<file path="config.mk">
export PLATFORM = sky130hd
export DESIGN_NAME = cas_ctrl
export DESIGN_NICKNAME = d
export VERILOG_FILES = /design/src/hdl/cas_pkg.sv /design/src/hdl/cas_ctrl.sv
export SDC_FILE = /design/constraint.sdc
export NUM_CORES = 1
export LEC_CHECK = 0
export ABC_AREA = 1
export ABC_CLOCK_PERIOD_IN_PS = 1400
export BUFFER_PORTS_ARGS = -buffer_cell sky130_fd_sc_hd__buf_2
export CAP_MARGIN = 0
export CORE_MARGIN = 2
export CORE_UTILIZATION = 49
export DETAILED_ROUTE_END_ITERATION = 8
export PLACE_DENSITY = 0.79
export SYNTH_ARGS = -nofsm -noshare
export SYNTH_HDL_FRONTEND = slang
export SYNTH_SLANG_ARGS = --single-unit
</file>
<file path="constraint.sdc">
create_clock -name clk -period 1.4 [get_ports clk]
set_input_delay 0.07 -clock clk [delete_from_list [all_inputs] [get_ports clk]]
set_output_delay 0.07 -clock clk [all_outputs]
set_load 0.01 [all_outputs]
</file>
<file path="src/hdl/cas_pkg.sv">
`timescale 1ns / 1ps
`default_nettype none
// ----------------------------------------------------------------------------
// cas_pkg
// Shared constants, types and helpers of the contrast adaptive sharpener.
// ----------------------------------------------------------------------------
package cas_pkg;

	localparam int CHAN_W      = 8;
	localparam int PIX_W       = 24;
	localparam int COL_W       = 11;
	localparam int ROW_W       = 12;
	localparam int IMG_W_W     = 12;
	localparam int IMG_H_W     = 13;
	localparam int SHARP_W     = 9;
	localparam int CFG_W       = 13;
	localparam int CFG_IDX_W   = 2;
	localparam int GEO_W       = 14;
	localparam int DIV_N_W     = 25;
	localparam int DIV_D_W     = 17;
	localparam int DIV_CNT_W   = 5;
	localparam int AMP_W       = 16;
	localparam int PEAK_W      = 14;
	localparam int SUM_W       = 10;
	localparam int MAX_WIDTH_DEF = 2048;
	localparam int MAX_HEIGHT  = 4096;
	localparam int SHARP_MAX   = 256;
	localparam int WIDTH_RST   = 640;
	localparam int HEIGHT_RST  = 480;

	localparam logic [CFG_IDX_W-1:0] REG_WIDTH  = 2'd0;
	localparam logic [CFG_IDX_W-1:0] REG_HEIGHT = 2'd1;
	localparam logic [CFG_IDX_W-1:0] REG_SHARP  = 2'd2;

	typedef enum logic [1:0] {
		DIV_RATIO = 2'd0,
		DIV_PEAK  = 2'd1,
		DIV_PIXEL = 2'd2
	} div_sel_t;

	typedef struct packed {
		logic     accept;
		logic     rd_en;
		logic     plan;
		logic     amp_init;
		logic     div_start;
		div_sel_t div_sel;
		logic [1:0] chan;
		logic [1:0] job;
		logic     amp_upd;
		logic     peak_store;
		logic     mult;
		logic     pix_store;
		logic     out_load;
		logic     run_end;
		logic     update;
	} cas_cmd_t;

	typedef struct packed {
		logic       div_done;
		logic [3:0] mask;
		logic       out_free;
	} cas_stat_t;

	function automatic logic [CHAN_W-1:0] chan_of(input logic [PIX_W-1:0] p,
		input logic [1:0] k);
		logic [CHAN_W-1:0] v;
		case (k)
			2'd0: v = p[7:0];
			2'd1: v = p[15:8];
			2'd2: v = p[23:16];
			default: v = '0;
		endcase
		return v;
	endfunction

endpackage
`default_nettype wire

</file>
<file path="src/hdl/cas_ctrl.sv">
`timescale 1ns / 1ps
`default_nettype none
// ----------------------------------------------------------------------------
// cas_ctrl
// Sequencer: one pixel at a time, up to four results, shared divider.
// ----------------------------------------------------------------------------
module cas_ctrl
	import cas_pkg::*;
(
	input  wire logic      clk,
	input  wire logic      arst_n,
	input  wire logic      in_valid,
	output      logic      in_ready,
	input  wire cas_stat_t stat,
	output      cas_cmd_t  cmd
);
	typedef enum logic [12:0] {
		ST_IDLE       = 13'b0000000000001,
		ST_READ       = 13'b0000000000010,
		ST_PLAN       = 13'b0000000000100,
		ST_JOB        = 13'b0000000001000,
		ST_RATIO_GO   = 13'b0000000010000,
		ST_RATIO_WAIT = 13'b0000000100000,
		ST_PEAK_GO    = 13'b0000001000000,
		ST_PEAK_WAIT  = 13'b0000010000000,
		ST_MULT       = 13'b0000100000000,
		ST_PIX_GO     = 13'b0001000000000,
		ST_PIX_WAIT   = 13'b0010000000000,
		ST_EMIT       = 13'b0100000000000,
		ST_UPDATE     = 13'b1000000000000
	} state_t;

	state_t     state_q;
	state_t     state_nxt;
	logic [1:0] job_q;
	logic [1:0] job_nxt;
	logic [1:0] chan_q;
	logic [1:0] chan_nxt;
	logic [3:0] later;

	assign later = stat.mask & (4'b1110 << job_q);

	always_comb begin
		state_nxt = state_q;
		job_nxt   = job_q;
		chan_nxt  = chan_q;
		cmd       = '0;
		cmd.job   = job_q;
		cmd.chan  = chan_q;
		cmd.div_sel = DIV_RATIO;
		in_ready  = 1'b0;
		case (state_q)
			ST_IDLE: begin
				in_ready = 1'b1;
				if (in_valid) begin
					cmd.accept = 1'b1;
					state_nxt  = ST_READ;
				end
			end
			ST_READ: begin
				cmd.rd_en = 1'b1;
				state_nxt = ST_PLAN;
			end
			ST_PLAN: begin
				cmd.plan  = 1'b1;
				job_nxt   = '0;
				state_nxt = ST_JOB;
			end
			ST_JOB: begin
				if (stat.mask[job_q]) begin
					cmd.amp_init = 1'b1;
					chan_nxt     = '0;
					state_nxt    = ST_RATIO_GO;
				end else if (job_q == 2'd3) begin
					state_nxt = ST_UPDATE;
				end else begin
					job_nxt = job_q + 1'b1;
				end
			end
			ST_RATIO_GO: begin
				cmd.div_start = 1'b1;
				state_nxt     = ST_RATIO_WAIT;
			end
			ST_RATIO_WAIT: begin
				if (stat.div_done) begin
					cmd.amp_upd = 1'b1;
					if (chan_q == 2'd2) begin
						state_nxt = ST_PEAK_GO;
					end else begin
						chan_nxt  = chan_q + 1'b1;
						state_nxt = ST_RATIO_GO;
					end
				end
			end
			ST_PEAK_GO: begin
				cmd.div_sel   = DIV_PEAK;
				cmd.div_start = 1'b1;
				state_nxt     = ST_PEAK_WAIT;
			end
			ST_PEAK_WAIT: begin
				cmd.div_sel = DIV_PEAK;
				if (stat.div_done) begin
					cmd.peak_store = 1'b1;
					state_nxt      = ST_MULT;
				end
			end
			ST_MULT: begin
				cmd.mult  = 1'b1;
				chan_nxt  = '0;
				state_nxt = ST_PIX_GO;
			end
			ST_PIX_GO: begin
				cmd.div_sel   = DIV_PIXEL;
				cmd.div_start = 1'b1;
				state_nxt     = ST_PIX_WAIT;
			end
			ST_PIX_WAIT: begin
				cmd.div_sel = DIV_PIXEL;
				if (stat.div_done) begin
					cmd.pix_store = 1'b1;
					if (chan_q == 2'd2) begin
						state_nxt = ST_EMIT;
					end else begin
						chan_nxt  = chan_q + 1'b1;
						state_nxt = ST_PIX_GO;
					end
				end
			end
			ST_EMIT: begin
				if (stat.out_free) begin
					cmd.out_load = 1'b1;
					cmd.run_end  = later == '0;
					if (job_q == 2'd3) begin
						state_nxt = ST_UPDATE;
					end else begin
						job_nxt   = job_q + 1'b1;
						state_nxt = ST_JOB;
					end
				end
			end
			ST_UPDATE: begin
				cmd.update = 1'b1;
				state_nxt  = ST_IDLE;
			end
			default: state_nxt = ST_IDLE;
		endcase
	end

	always_ff @(posedge clk or negedge arst_n) begin
		if (!arst_n) begin
			state_q <= ST_IDLE;
			job_q   <= '0;
			chan_q  <= '0;
		end else begin
			state_q <= state_nxt;
			job_q   <= job_nxt;
			chan_q  <= chan_nxt;
		end
	end
endmodule
`default_nettype wire

</file>
# Word level (Yosys, flattened, before mapping)
# Cells that the tools add are included.
word_totals:
  reg_bits: 17
  inputBits: 9
  out_inout_bits: 19
  word_cells: 81
classes:
  addsub: 2
  n_lt_le_gt_ge: 1
  n_eq_ne: 25
  shift: 1
  muxes: 38
  bitwise: 1
  n_reduce_logical: 10
ops:
  columns: ["op", "count"]
  rows:
  - ["13-bit case mux with 12 select lines", 1]
  - ["13-bit 2-to-1 mux", 8]
  - ["2-bit 2-to-1 mux", 8]
  - ["2-bit inequality test, second input constant", 8]
  - ["1-bit 2-to-1 mux", 15]
  - ["13-bit by 1-bit equality test with 1-bit output, second input constant", 1]
  - ["13-bit by 10-bit equality test with 1-bit output, second input constant", 1]
  - ["13-bit by 11-bit equality test with 1-bit output, second input constant", 1]
  - ["13-bit by 12-bit equality test with 1-bit output, second input constant", 1]
  - ["13-bit equality test, second input constant", 1]
  - ["13-bit by 2-bit equality test with 1-bit output, second input constant", 1]
  - ["13-bit by 3-bit equality test with 1-bit output, second input constant", 1]
  - ["13-bit by 4-bit equality test with 1-bit output, second input constant", 1]
  - ["13-bit by 5-bit equality test with 1-bit output, second input constant", 1]
  - ["13-bit by 6-bit equality test with 1-bit output, second input constant", 1]
  - ["13-bit by 7-bit equality test with 1-bit output, second input constant", 1]
  - ["13-bit by 8-bit equality test with 1-bit output, second input constant", 1]
  - ["13-bit by 9-bit equality test with 1-bit output, second input constant", 1]
  - ["12-bit 2-to-1 mux", 1]
  - ["2-bit case mux with 3 select lines", 2]
  - ["7-bit 2-to-1 mux", 1]
  - ["6-bit AND reduction", 1]
  - ["3-bit nonzero test", 2]
  - ["2-bit OR reduction", 3]
  - ["other kinds (13)", 15]

# Logic depth before layout (Yosys ltp)
depth:
  ltp_word: 5
  mapped_depth: 12
  depth_no_buf: 12

# Least setup slack after synthesis
# No wires, ideal clock.
synth_timing:
  kind: "register to register"
  from: "register state_q[0]"
  to: "register state_q[0]"
  setup_ns: 0.070
  t_arrival_ns: 1.380
  required_time_ns: 1.330
  setup_slack_ns: -0.051
  path_stages_with_launch: 12
  n_path_buf: 0
  synth_period_minus_slack_ns: 1.451
  path_cell_list: "dfstp_2 > nor2_4 > nand2_4 > nor2_1 > nand2_4 > nand3_2 > nand2_1 > clkinv_1 > nor2_4 > nand2_4 > nand2_2 > inv_2"
synth_via:
  elab_chain_cells: 3
synth_lines:
  columns: ["element", "line_no", "source"]
  rows:
  - ["start, declared", "cas_ctrl.sv:33", "state_t state_q;"]
  - ["start signal, assigned", "cas_ctrl.sv:155", "state_q <= state_nxt;"]
  - ["13-bit by 4-bit equality test with 1-bit output, or another cell as far along", "cas_ctrl.sv:52", "case (state_q)"]
  - ["3-bit inequality test (no source line) or 2-bit inequality test (tied branches)", null, null]
  - ["6-bit AND reduction (no source line)", null, null]
# Several ways; a longest one is shown, not always the timed one.
# A chain may end at the register's enable or synchronous reset.

# Final worst setup path
layout_timing:
  from: "register state_q[0]"
  to: "register state_q[7]"
# Same word-level chain as after synthesis.

==> impl_metrics.prom <==
# TYPE chip_impl_metric gauge
chip_impl_metric{name="detail_route.drc_violations",unit=""} 0
chip_impl_metric{name="drive_gt1_share",unit="%"} 55.3
chip_impl_info{name="status",value="finished, violations left"} 1
chip_impl_metric{name="ys.warnings.count",unit=""} 0
chip_impl_info{name="min_path_type",value="in2reg"} 1
chip_impl_metric{name="max_cap_viol_count",unit=""} 0
chip_impl_metric{name="grt_remaining_overflow",unit=""} 0
chip_impl_metric{name="area.growth.synth_to_final",unit="%"} 61.3
chip_impl_metric{name="number_of_enable_type_register_cells_in_the_synthesized_netlist",unit=""} 0
chip_impl_metric{name="arrival_time_of_the_worst_setup_path",unit="ps"} 1950
chip_impl_info{name="setup.worst_path.class",value="reg2reg"} 1
chip_impl_metric{name="power_switching_share",unit="%"} 46.2
chip_impl_metric{name="finalHoldViolations",unit=""} 0
chip_impl_info{name="critical_path.endpoint_type",value="flop"} 1
chip_impl_metric{name="dieWidth",unit="um"} 55.7
chip_impl_metric{name="syn_avg_cell_area",unit="sq um"} 6.99
chip_impl_info{name="netlist_top_cells_area",value="sky130_fd_sc_hd__dfrtp_1 31%, sky130_fd_sc_hd__nand2_1 13%, sky130_fd_sc_hd__nor2_1 8.6%"} 1
chip_impl_metric{name="worst_slew_pin_slew",unit="ps"} 400
chip_impl_metric{name="overall_routing_resource_usage",unit="%"} 26.1
chip_impl_metric{name="combPwrFrac",unit="%"} 59.5
chip_impl_metric{name="core",unit="sq um"} 2500
chip_impl_info{name="ctsRootBufferMaster",value="sky130_fd_sc_hd__clkbuf_4"} 1
chip_impl_metric{name="synth.distinct_cells",unit=""} 25
chip_impl_metric{name="finClkSkew",unit="ps"} 13.5
chip_impl_metric{name="synth.cell_area",unit="sq um"} 1310
chip_impl_metric{name="detailed_place_hpwl",unit="um"} 2550
chip_impl_info{name="yosys-top-cells-count",value="44 x sky130_fd_sc_hd__nand2_1, 30 x sky130_fd_sc_hd__nor2_1, 27 x sky130_fd_sc_hd__inv_1, 16 x sky130_fd_sc_hd__dfrtp_1, 14 x sky130_fd_sc_hd__nand3_1"} 1
chip_impl_metric{name="clk_path_buf_depth",unit=""} 2
chip_impl_metric{name="grt_max_degree",unit=""} 18
chip_impl_metric{name="p_total",unit="W"} 0.00224
chip_impl_metric{name="clkPwrFrac",unit="%"} 12.7
chip_impl_metric{name="fraction_of_registers_with_async_set_or_reset_after_synthesis",unit="%"} 100
chip_impl_metric{name="avgViaCountPerCell",unit=""} 5.22
chip_impl_metric{name="routed-via-count",unit=""} 1545
chip_impl_info{name="failed_checks",value="negative setup slack"} 1
chip_impl_metric{name="numCtsBuffers",unit=""} 3
chip_impl_metric{name="final.setup.tns",unit="ps"} -8660
chip_impl_metric{name="min_period",unit="ps"} 1760
chip_impl_metric{name="grt_first_pass_wirelength",unit="um"} 6380
chip_impl_metric{name="design.portCount",unit=""} 28
chip_impl_metric{name="number_of_nets_at_the_end_of_the_flow",unit=""} 279
chip_impl_metric{name="antenna_violating_nets_post_route",unit=""} 0
chip_impl_metric{name="setup_violations",unit=""} 30
chip_impl_metric{name="clock_tree.htree_level_count",unit=""} 1
chip_impl_metric{name="first_pass_iters",unit=""} 4
chip_impl_metric{name="globalplace.congestion",unit=""} 0.872
chip_impl_metric{name="synth-seq-area-share",unit="%"} 32.6
chip_impl_metric{name="synth.net_count",unit=""} 199
chip_impl_metric{name="p_per_area",unit="nW/um^2"} 1060
chip_impl_metric{name="p_int",unit="W"} 0.00121
chip_impl_metric{name="die-area",unit="sq um"} 3100
chip_impl_info{name="cts_tree",value="done"} 1
chip_impl_metric{name="clkLatencyLatePin",unit="ps"} 310
chip_impl_info{name="yosys_most_used_dff",value="sky130_fd_sc_hd__dfrtp_1"} 1
chip_impl_metric{name="drv_slew",unit=""} 0
chip_impl_metric{name="io_buffers",unit=""} 27
chip_impl_metric{name="die-height",unit="um"} 55.7
chip_impl_metric{name="num_rows",unit=""} 18
chip_impl_metric{name="cts_sinks",unit=""} 17
chip_impl_metric{name="initial_antenna_violation_count",unit=""} 0
chip_impl_metric{name="fill_cell_instance_count_of_the_final_layout",unit=""} 138
chip_impl_metric{name="min_period_over_period",unit="%"} 125
chip_impl_metric{name="slew-limit-headroom",unit="%"} 73.3
chip_impl_metric{name="wl_per_cell",unit="um"} 14.8
chip_impl_metric{name="route.final.wire_length",unit="um"} 4370
chip_impl_metric{name="p_seq_share",unit="%"} 27.8
chip_impl_metric{name="crit_path_max_fanout",unit=""} 6
chip_impl_metric{name="synth.top_cell.area_share",unit="%"} 30.6
chip_impl_metric{name="number_of_global_route_vias_before_repair",unit=""} 1483
chip_impl_metric{name="post-route-util",unit="%"} 84.4
chip_impl_metric{name="vdd_ir_drop_max",unit="V"} 0.00124
chip_impl_info{name="dominant_cell_type_by_area_after_synthesis",value="sky130_fd_sc_hd__dfrtp_1"} 1
chip_impl_info{name="crit_path_launch_type",value="flop"} 1
chip_impl_metric{name="p_leak",unit="nW"} 1.19
chip_impl_info{name="rsz0062_at_grt",value="true"} 1
chip_impl_metric{name="floorplan.initialDensity",unit="%"} 52.3
chip_impl_metric{name="drt_iter0_drc",unit=""} 81
chip_impl_info{name="post-synth-top-count-cell",value="sky130_fd_sc_hd__nand2_1"} 1
chip_impl_metric{name="yosys_register_bits",unit=""} 17
chip_impl_metric{name="total_switching_power",unit="W"} 0.00104
chip_impl_metric{name="timing.final.ws_setup",unit="ps"} -357
chip_impl_metric{name="max_fclk",unit="MHz"} 569
chip_impl_metric{name="post_synth_inst_count",unit=""} 187
chip_impl_metric{name="clkSlewWorstSetupHoldPaths",unit="ps"} 110
chip_impl_metric{name="cp.required",unit="ps"} 1590
chip_impl_metric{name="antenna-diode-count",unit=""} 0
-- worst max-delay path, cell delays in order (launching register included) --
cell and delay (ps):
sky130_fd_sc_hd__dfstp_2 600, sky130_fd_sc_hd__nor2_4 70, sky130_fd_sc_hd__nand2_4 150, sky130_fd_sc_hd__nor2_8 70
sky130_fd_sc_hd__nand3_1 140, sky130_fd_sc_hd__nand2_1 110, sky130_fd_sc_hd__inv_2 90, sky130_fd_sc_hd__nand2_2 70
sky130_fd_sc_hd__nor2_4 160, sky130_fd_sc_hd__buf_6 130, sky130_fd_sc_hd__o21ai_1 50
-- cells by family (layout without fill, tap and decap cells) --
| logic type | Yosys count | count (layout) | share of synthesized area, % |
|---|---|---|---|
| AO/OA/AOI/OAI | 14 | 14 | 5.84 |
| adder cells (fa/ha/maj) | 3 | 3 | 2.87 |
| buffers and inverters | 31 | 109 | 8.90 |
| flip-flops | 17 | 17 | 32.6 |
| AND/OR/NAND/NOR | 122 | 123 | 49.8 |
-- flip-flops by register name (all words and copies together), names as in the netlist --
| signal | count |
|---|---|
| state_q | 13 |
| chan_q | 2 |
| job_q | 2 |
-- placed cells by master, fill, tap and decap left out, drive strengths merged, types with 3 or more instances in the layout --
master / n
a21oi: 4
buf: 73
clkbuf: 4
dfrtp: 16
ha: 3
inv: 30
nand2: 58
nand3: 16
nor2: 45
o21ai: 7
-- per-layer routing --
metal  up-vias  part of all wire, %  global-route usage (%)
met4         0                  3.2                    14.6
met1       722                   39                    31.3
met2        69                   52                    44.0
li1        739                    -                       -
met5         -                    0                       0
met3        15                  5.9                    4.42
-- stage by stage --
step                instance area, sq um  setup WS (ps)  instances  hold slack [ps]
floorplan                           1340          -19.5        187             -226
global placement                    1730           -133        272             17.5
detailed placement                  1730           -179        272             16.0
CTS                                 1960           -305        291             81.7
global route                        2110           -449        296              157
finish                              2110           -357        296              108
-- final timing paths --
kind                                                end  slack (ps)              startpoint  depth (start not counted)
worst max-delay path             state_q[7]$_DFFE_PN0P_        -360  state_q[0]$_DFFE_PN1P_                         10
worst min-delay path             state_q[8]$_DFFE_PN0P_         110                 stat[5]                          3
worst max register to register   state_q[7]$_DFFE_PN0P_        -360  state_q[0]$_DFFE_PN1P_                         10
worst min register to register    chan_q[0]$_DFFE_PN0P_         510   chan_q[0]$_DFFE_PN0P_                          2
max in group asynchronous       state_q[10]$_DFFE_PN0P_         880                  arst_n                          2
min in group asynchronous        state_q[5]$_DFFE_PN0P_         200                  arst_n                          2
-- cell type report --
| class | instances | area [sq um] | share of cell area [%] |
|---|---|---|---|
| Tap cell | 30 | 37.5 | 1.78 |
| Timing Repair Buffer | 74 | 543 | 25.7 |
| Clock buffer | 4 | 26.3 | 1.25 |
| Multi-Input combinational cell | 140 | 957 | 45.4 |
| Inverter | 31 | 118 | 5.58 |
| Sequential cell | 17 | 428 | 20.3 |
-- power by group through the flow --
stage / logic (W) / registers (W) / clock network [W]
floorplan: 0.000661 / 0.000622 / 0
global route: 0.00142 / 0.000627 / 0.000313
finish: 0.00134 / 0.000623 / 0.000285
global placement: 0.000977 / 0.000624 / 0
CTS: 0.00120 / 0.000615 / 0.000285
detailed placement: 0.000998 / 0.000629 / 0
-- what timing repair did --
item,in CTS,in global routing
hold buffers,1,0
endpoints found under the setup margin,30,30
gates cloned,1,0
endpoints found under the hold margin,17,0
gates resized for setup,28,29
setup buffers,13,5
pin swaps,11,15
No activity file was read; power rests on OpenSTA's default activity.
